[config.mk]
export PLATFORM = sky130hd
export DESIGN_NAME = midi_note_parser_remapper
export DESIGN_NICKNAME = d
export VERILOG_FILES = /design/src/sv/mnpr_pkg.sv /design/src/sv/mnpr_front.sv /design/src/sv/mnpr_queue.sv /design/src/sv/mnpr_back.sv /design/src/sv/midi_note_parser_remapper.sv
export SDC_FILE = /design/constraint.sdc
export NUM_CORES = 1
export LEC_CHECK = 0
export BUFFER_PORTS_ARGS = -buffer_cell sky130_fd_sc_hd__buf_2
export CELL_PAD_IN_SITES_DETAIL_PLACEMENT = 1
export CELL_PAD_IN_SITES_GLOBAL_PLACEMENT = 2
export CORE_MARGIN = 2
export CORE_UTILIZATION = 46
export CTS_CLUSTER_SIZE = 24
export DETAILED_ROUTE_END_ITERATION = 6
export PLACE_DENSITY = 0.83
export SYNTH_ARGS = -nofsm -noshare
export SYNTH_HDL_FRONTEND = slang
export SYNTH_SLANG_ARGS = --single-unit
[constraint.sdc]
create_clock -name clk -period 7.6 [get_ports clk]
set_input_delay 1.52 -clock clk [delete_from_list [all_inputs] [get_ports clk]]
set_output_delay 1.52 -clock clk [all_outputs]
set_load 0.03 [all_outputs]
[src/sv/mnpr_pkg.sv]
// ----------------------------------------------------------------------------
// mnpr_pkg
// shared types and constants for the midi note parser and remapper
// ----------------------------------------------------------------------------
package mnpr_pkg;

  localparam int unsigned QUEUE_DEPTH_DEF = 2;

  localparam logic [7:0] NOTE_MASK   = 8'h7F;
  localparam logic [7:0] STATUS_LOW  = 8'h80;
  localparam logic [7:0] STATUS_END  = 8'hF0;
  localparam logic [7:0] NOTE_OFF    = 8'h80;
  localparam logic [7:0] NOTE_ON     = 8'h90;
  localparam logic [7:0] NOTE_ON_END = 8'hA0;

  // remap modes
  localparam logic [1:0] MODE_PASS    = 2'd0;
  localparam logic [1:0] MODE_FLIP    = 2'd1;
  localparam logic [1:0] MODE_MIRROR  = 2'd2;
  localparam logic [1:0] MODE_RESET   = MODE_FLIP;

  // byte position within an outgoing message
  localparam logic [1:0] POS_STATUS   = 2'd0;
  localparam logic [1:0] POS_NOTE     = 2'd1;
  localparam logic [1:0] POS_VELOCITY = 2'd2;

  typedef enum logic [1:0] {
    PH_IDLE = 2'd0,
    PH_NOTE = 2'd1,
    PH_VEL  = 2'd2
  } phase_t;

  typedef struct packed {
    logic [7:0] status;
    logic [7:0] note;
    logic [7:0] velocity;
  } msg_t;

endpackage

[src/sv/mnpr_front.sv]
// ----------------------------------------------------------------------------
// mnpr_front
// byte parser: tracks status, note and velocity and remaps the note
// ----------------------------------------------------------------------------
module mnpr_front
  import mnpr_pkg::*;
(
  input  logic       clk,
  input  logic       rst_n,
  input  logic [1:0] remap_mode,
  input  logic       in_valid,
  output logic       in_ready,
  input  logic [7:0] in_byte,
  output logic       push_valid,
  input  logic       push_ready,
  output msg_t       push_msg
);

  phase_t     phase_r, phase_nxt;
  logic [7:0] status_r, status_nxt;
  logic [7:0] note_r, note_nxt;
  logic       accept;

  function automatic logic [7:0] remap_note(input logic [7:0] note, input logic [1:0] mode);
    logic [7:0] n;
    logic [7:0] res;
    n   = note & NOTE_MASK;
    res = note;
    unique case (mode)
      MODE_FLIP: begin
        res = (n < 8'd3) ? 8'd0 : 8'd130 - n;
      end
      MODE_MIRROR: begin
        if (n <= 8'd62) res = n;
        else if (n <= 8'd123) res = 8'd124 - n;
        else res = 8'd0;
      end
      default: res = note;
    endcase
    return res;
  endfunction

  assign accept = in_valid && in_ready;

  // next phase
  always_comb begin
    phase_nxt = phase_r;
    if (accept) begin
      unique case (phase_r)
        PH_NOTE: begin
          phase_nxt = (status_r >= NOTE_OFF && status_r < NOTE_ON_END) ? PH_VEL : PH_IDLE;
        end
        PH_VEL: begin
          phase_nxt = PH_IDLE;
        end
        default: begin
          phase_nxt = (in_byte >= STATUS_LOW && in_byte < STATUS_END) ? PH_NOTE : PH_IDLE;
        end
      endcase
    end
  end

  // outputs and held bytes
  always_comb begin
    status_nxt = status_r;
    note_nxt   = note_r;
    in_ready   = 1'b1;
    push_valid = 1'b0;
    push_msg   = '{status: status_r, note: remap_note(note_r, remap_mode), velocity: in_byte};
    unique case (phase_r)
      PH_NOTE: begin
        if (accept && status_r >= NOTE_OFF && status_r < NOTE_ON_END) note_nxt = in_byte;
      end
      PH_VEL: begin
        in_ready   = push_ready;
        push_valid = in_valid;
      end
      default: begin
        if (accept && in_byte >= STATUS_LOW && in_byte < STATUS_END) status_nxt = in_byte;
      end
    endcase
  end

  always_ff @(posedge clk) begin
    if (!rst_n) begin
      phase_r  <= PH_IDLE;
      status_r <= '0;
      note_r   <= '0;
    end else begin
      phase_r  <= phase_nxt;
      status_r <= status_nxt;
      note_r   <= note_nxt;
    end
  end

endmodule

[src/sv/mnpr_queue.sv]
// ----------------------------------------------------------------------------
// mnpr_queue
// small fifo of complete messages between parser and serialiser
// ----------------------------------------------------------------------------
module mnpr_queue
  import mnpr_pkg::*;
#(
  parameter int unsigned DEPTH = QUEUE_DEPTH_DEF
) (
  input  logic clk,
  input  logic rst_n,
  input  logic push_valid,
  output logic push_ready,
  input  msg_t push_msg,
  output logic pop_valid,
  input  logic pop_ready,
  output msg_t pop_msg
);

  localparam int unsigned PW = (DEPTH > 1) ? $clog2(DEPTH) : 1;
  localparam int unsigned CW = $clog2(DEPTH + 1);
  localparam logic [PW-1:0] LAST_PTR = PW'(DEPTH - 1);

  msg_t          mem [DEPTH];
  logic [PW-1:0] wr_ptr_r, wr_ptr_nxt;
  logic [PW-1:0] rd_ptr_r, rd_ptr_nxt;
  logic [CW-1:0] count_r, count_nxt;
  logic          do_push, do_pop;

  assign push_ready = (count_r != CW'(DEPTH));
  assign pop_valid  = (count_r != '0);
  assign pop_msg    = mem[rd_ptr_r];
  assign do_push    = push_valid && push_ready;
  assign do_pop     = pop_valid && pop_ready;

  always_comb begin
    wr_ptr_nxt = wr_ptr_r;
    rd_ptr_nxt = rd_ptr_r;
    count_nxt  = count_r;
    if (do_push) wr_ptr_nxt = (wr_ptr_r == LAST_PTR) ? '0 : wr_ptr_r + 1'b1;
    if (do_pop)  rd_ptr_nxt = (rd_ptr_r == LAST_PTR) ? '0 : rd_ptr_r + 1'b1;
    if (do_push && !do_pop) count_nxt = count_r + 1'b1;
    else if (do_pop && !do_push) count_nxt = count_r - 1'b1;
  end

  always_ff @(posedge clk) begin
    if (do_push) mem[wr_ptr_r] <= push_msg;
  end

  always_ff @(posedge clk) begin
    if (!rst_n) begin
      wr_ptr_r <= '0;
      rd_ptr_r <= '0;
      count_r  <= '0;
    end else begin
      wr_ptr_r <= wr_ptr_nxt;
      rd_ptr_r <= rd_ptr_nxt;
      count_r  <= count_nxt;
    end
  end

endmodule

[src/sv/mnpr_back.sv]
// ----------------------------------------------------------------------------
// mnpr_back
// serialiser: sends each message as status, note, velocity
// ----------------------------------------------------------------------------
module mnpr_back
  import mnpr_pkg::*;
(
  input  logic       clk,
  input  logic       rst_n,
  input  logic       pop_valid,
  output logic       pop_ready,
  input  msg_t       pop_msg,
  output logic       out_valid,
  input  logic       out_ready,
  output logic [7:0] out_byte,
  output logic       out_last_of_message
);

  logic       busy_r, busy_nxt;
  logic [1:0] pos_r, pos_nxt;
  msg_t       msg_r, msg_nxt;
  logic       out_acc;
  logic       take;

  assign out_acc   = busy_r && out_ready;
  assign take      = !busy_r || (out_acc && pos_r == POS_VELOCITY);
  assign pop_ready = take;

  always_comb begin
    busy_nxt = busy_r;
    pos_nxt  = pos_r;
    msg_nxt  = msg_r;
    if (take) begin
      busy_nxt = pop_valid;
      pos_nxt  = POS_STATUS;
      msg_nxt  = pop_msg;
    end else if (out_acc) begin
      pos_nxt = pos_r + 1'b1;
    end
  end

  always_comb begin
    out_valid           = busy_r;
    out_last_of_message = (pos_r == POS_VELOCITY);
    unique case (pos_r)
      POS_STATUS:   out_byte = msg_r.status;
      POS_NOTE:     out_byte = msg_r.note;
      default:      out_byte = msg_r.velocity;
    endcase
  end

  always_ff @(posedge clk) begin
    if (!rst_n) begin
      busy_r <= 1'b0;
      pos_r  <= POS_STATUS;
    end else begin
      busy_r <= busy_nxt;
      pos_r  <= pos_nxt;
    end
  end

  always_ff @(posedge clk) begin
    msg_r <= msg_nxt;
  end

endmodule

[src/sv/midi_note_parser_remapper.sv]
// ----------------------------------------------------------------------------
// midi_note_parser_remapper
// midi note-on/off parser with selectable note remapping
// ----------------------------------------------------------------------------
// usage
//   in_*  : one received midi byte per transaction; in_ready is high except when
//           a velocity byte is awaited while the message queue is full
//   out_* : each complete note message leaves as three transactions: status,
//           remapped note, velocity (out_last_of_message set on the velocity)
//   cfg_* : writes remap_mode (0 pass, 1 flipped, 2 mirrored); cfg_ready is
//           always high, write only while the block is idle
// path: the velocity byte is written into the queue, then the serialiser
//   loads the message into its register and offers the status byte; note and
//   velocity follow while out_ready holds
// throughput: one input byte per cycle while in_ready holds, one output byte
//   per cycle while out_ready holds; three bytes per message set the output
//   side, and the queue (QUEUE_DEPTH messages) decouples parsing from sending
// reset: parser back to waiting for status, queue and serialiser empty,
//   remap_mode to flipped
// a stalled receiver fills the queue, then in_ready drops on the next velocity
// ----------------------------------------------------------------------------
module midi_note_parser_remapper
  import mnpr_pkg::*;
#(
  parameter int unsigned QUEUE_DEPTH = QUEUE_DEPTH_DEF
) (
  input  logic       clk,
  input  logic       rst_n,
  // configuration write
  input  logic       cfg_valid,
  output logic       cfg_ready,
  input  logic [1:0] cfg_remap_mode,
  // byte input
  input  logic       in_valid,
  output logic       in_ready,
  input  logic [7:0] in_byte,
  // byte output
  output logic       out_valid,
  input  logic       out_ready,
  output logic [7:0] out_byte,
  output logic       out_last_of_message
);

  logic [1:0] remap_mode_r, remap_mode_nxt;

  // front to queue
  logic push_valid, push_ready;
  msg_t push_msg;
  // queue to back
  logic pop_valid, pop_ready;
  msg_t pop_msg;

  // remap register, sampled by the parser when the message completes
  assign cfg_ready      = 1'b1;
  assign remap_mode_nxt = (cfg_valid && cfg_ready) ? cfg_remap_mode : remap_mode_r;

  always_ff @(posedge clk) begin
    if (!rst_n) begin
      remap_mode_r <= MODE_RESET;
    end else begin
      remap_mode_r <= remap_mode_nxt;
    end
  end

  // parser front end
  mnpr_front u_front (
    .clk        (clk),
    .rst_n      (rst_n),
    .remap_mode (remap_mode_r),
    .in_valid   (in_valid),
    .in_ready   (in_ready),
    .in_byte    (in_byte),
    .push_valid (push_valid),
    .push_ready (push_ready),
    .push_msg   (push_msg)
  );

  // message queue
  mnpr_queue #(
    .DEPTH (QUEUE_DEPTH)
  ) u_queue (
    .clk        (clk),
    .rst_n      (rst_n),
    .push_valid (push_valid),
    .push_ready (push_ready),
    .push_msg   (push_msg),
    .pop_valid  (pop_valid),
    .pop_ready  (pop_ready),
    .pop_msg    (pop_msg)
  );

  // serialiser back end
  mnpr_back u_back (
    .clk                 (clk),
    .rst_n               (rst_n),
    .pop_valid           (pop_valid),
    .pop_ready           (pop_ready),
    .pop_msg             (pop_msg),
    .out_valid           (out_valid),
    .out_ready           (out_ready),
    .out_byte            (out_byte),
    .out_last_of_message (out_last_of_message)
  );

endmodule

==> results.json <==
{
  "status": "finished, final reports clean",
  "worst_path_most_repeated_cell": "nand2_1",
  "coreArea_um2": 9200,
  "root_buffer": "clkbuf_8",
  "async_reset_ff_share_pct": 0,
  "seq_area_frac_synth_pct": 62.2,
  "dieArea_um2": 10200,
  "relSlewSlack_pct": 19.2,
  "post_cts_buffers": 0,
  "p_switching_w": 0.000330,
  "switching_share_pct": 27.8,
  "intPower_w": 0.000856,
  "grt_usage_pct": 18.2,
  "synth_nets": 350,
  "ios": 27,
  "combPwrFrac_pct": 15.8,
  "port_buffers": 25,
  "syn_area_um2": 4350,
  "max_cap_violations": 0,
  "rows": 35,
  "cts_max_path_buffers": 2,
  "hp-class": "register to register",
  "rsz0062_at_grt": "no",
  "place_congestion": 0.740,
  "yosys_warnings": 0,
  "worst_path_largest_cell_delay_ns": 0.47,
  "cts_tree": "yes",
  "fmax_mhz": 285,
  "avgRoutedWirePerCell_um": 18.6,
  "grt_max_degree": 28,
  "clock_sinks": 99,
  "synth_top_area_share_pct": 49.7,
  "layout_commonest_cell": "edfxtp_1",
  "first_pass_iters": 4,
  "path_max_fanout": 9,
  "irDropWorstVdd_mv": 0.107,
  "start_util_pct": 47.3,
  "critPathRequiredTime_ns": 6.08,
  "fin_crit_sh_pct": 46.1,
  "wl_um": 8550,
  "clkPwrFrac_pct": 26.8,
  "ant_nets": 0,
  "hpwlAfterDp_um": 6020,
  "drc": 0,
  "min_period_ns": 3.51,
  "clk_pin_slew_ns": 0.10,
  "critPathArrivalTime_ns": 1.99,
  "vias": 2526,
  "avgSynthCellArea_um2": 13.4,
  "grt_overflow_total": 0,
  "crit_chain": "inv_1 -> ha_1 -> nor2_1 -> nand2_1 -> nand2_1 -> buf_2",
  "antenna_found_initial": 0,
  "timing_worst_setup_path_type": "register to output port",
  "grt_pass1_vias": 2549,
  "area.growth.synth_to_final_pct": 8.26,
  "endpoint_kind": "output port",
  "hold_buffers": 0,
  "synth.distinct_cells": 55,
  "antennaDiodeCount": 0,
  "die_w_um": 101,
  "fin_util_pct": 51.2,
  "finalHoldViolCount": 0,
  "maxSlewViolCount": 0,
  "tns_ns": 0,
  "synth-edff-count": 72,
  "numCtsBuffers": 9,
  "cp_slowest_cell": "nor2_1",
  "layout_common_cells": "72 x edfxtp_1, 28 x nand2_1, 27 x dfxtp_1, 25 x buf_2, 24 x mux2_2",
  "sequentialPowerShare_pct": 57.4,
  "worst_pin_slew_ns": 1.21,
  "via_per_inst": 5.49,
  "fillers": 935,
  "p_leak_nw": 1.79,
  "syn_inst": 324,
  "synth_seq_cells": 99,
  "h-tree-depth": 3,
  "p_total_w": 0.00119,
  "yosysTopAreaCell": "edfxtp_1",
  "drtIter0Drc": 66,
  "power_density_nw_per_um2": 252,
  "ys.flop_type": "edfxtp_1",
  "dieHeight_um": 101,
  "fin_skew_ns": 0.0125,
  "ctsResizeCount": 0,
  "synth_area_leaders": "edfxtp_1 50%, dfxtp_1 12%, mux2_2 6.2%, mux2i_1 3.7%, ha_1 3.2%",
  "finalSetupViolCount": 0,
  "place_inst": 444,
  "start_kind": "register",
  "final_nets": 370,
  "clk_latency_ns": 0.36,
  "drive_above_1_share_pct": 20.3,
  "final_cells": 460,
  "grt_pass1_wl_um": 13900
}
## metal layers
| metal | share of wire [%] | global-route usage, % | wire length, um |
|---|---|---|---|
| met1 | 50 | 26.2 | 4230 |
| met2 | 47 | 28.0 | 4010 |
| met3 | 2.3 | 3.52 | 200 |
| met4 | 1.2 | 5.93 | 101 |
| met5 | 0 | 0 | 0 |
## through the flow
step / hold slack [ns] / area, um2 / setup WS, ns
after floorplan: 0.425 / 4350 / 4.25
after global placement: 0.451 / 4520 / 3.93
after detailed placement: 0.462 / 4520 / 3.77
after CTS: 0.479 / 4710 / 4.03
after global routing: 0.501 / 4710 / 3.88
final: 0.469 / 4710 / 4.09
## registers in the layout, indices dropped and copies added (netlist names)
name and flops:
u_back.out_valid 1, u_queue.count_r 2, remap_mode_r 2, u_back.pos_r 2, u_queue.rd_ptr_r 1, u_front.status_r 8
u_back.msg_r 24, u_front.phase_r 2, u_front.note_r 8, u_queue.wr_ptr_r 1, u_queue.mem 48
## area by class of cell
type / count / area, um2 / share of cell area [%]
clock inverter: 6 / 36.3 / 0.771
inverter: 14 / 52.6 / 1.12
timing repair buffer: 26 / 133 / 2.82
multi-input combinational: 194 / 1500 / 31.8
tap: 111 / 139 / 2.95
sequential: 99 / 2700 / 57.4
clock buffer: 10 / 149 / 3.16
## worst paths after layout
check | startpoint | slack [ns] | endpoint | cells after the start
worst max-delay path | u_back.pos_r[0] | 4.09 | out_byte[1] | 6
worst min-delay path | u_front.status_r[2] | 0.47 | u_queue.mem[0][18] | 0
worst max register to register | u_back.pos_r[0] | 4.77 | u_queue.count_r[1] | 9
worst min register to register | u_front.status_r[2] | 0.47 | u_queue.mem[0][18] | 0
## synth_stat cells (all sizes together), types with 2 or more instances
cell / instances
mux2i: 16
a211o: 2
a21o: 2
ha: 11
mux2: 24
nor4bb: 2
nor3: 3
and2: 6
o2111ai: 2
a21boi: 6
o21ai: 7
and3: 3
nor2: 6
o211ai: 4
inv: 14
nand3b: 2
or3: 2
nor3b: 3
edfxtp: 72
a22o: 4
buf: 11
a21oi: 3
nand2: 28
clkbuf: 6
nand4: 5
a22oi: 9
a31oi: 3
nand3: 3
dfxtp: 27
nor2b: 21
a211oi: 2
## cells by family after synthesis
logic type / share of synthesized area, %
other: 0.0862
adder cells (fa/ha/maj): 3.17
AND/OR/NAND/NOR: 12.2
buffers and inverters: 3.51
multiplexers: 9.90
flip-flops: 62.2
XOR/XNOR: 0.403
AO/OA/AOI/OAI: 8.60
## power groups by stage
stage	clock network, W	logic [W]	registers [W]
floorplan	0	0.000149	0.000671
global placement	0	0.000183	0.000691
detailed placement	0	0.000189	0.000694
CTS	0.000324	0.000190	0.000682
global route	0.000347	0.000206	0.000687
finish	0.000318	0.000187	0.000681
## worst max-delay path, delay by kind of cell (launching register included)
family | cells | cell delay, ns
simple gates | 3 | 0.67
flops | 1 | 0.35
buf+inv | 2 | 0.27
fa+ha+maj | 1 | 0.33
(Power assumes the default switching activity.)
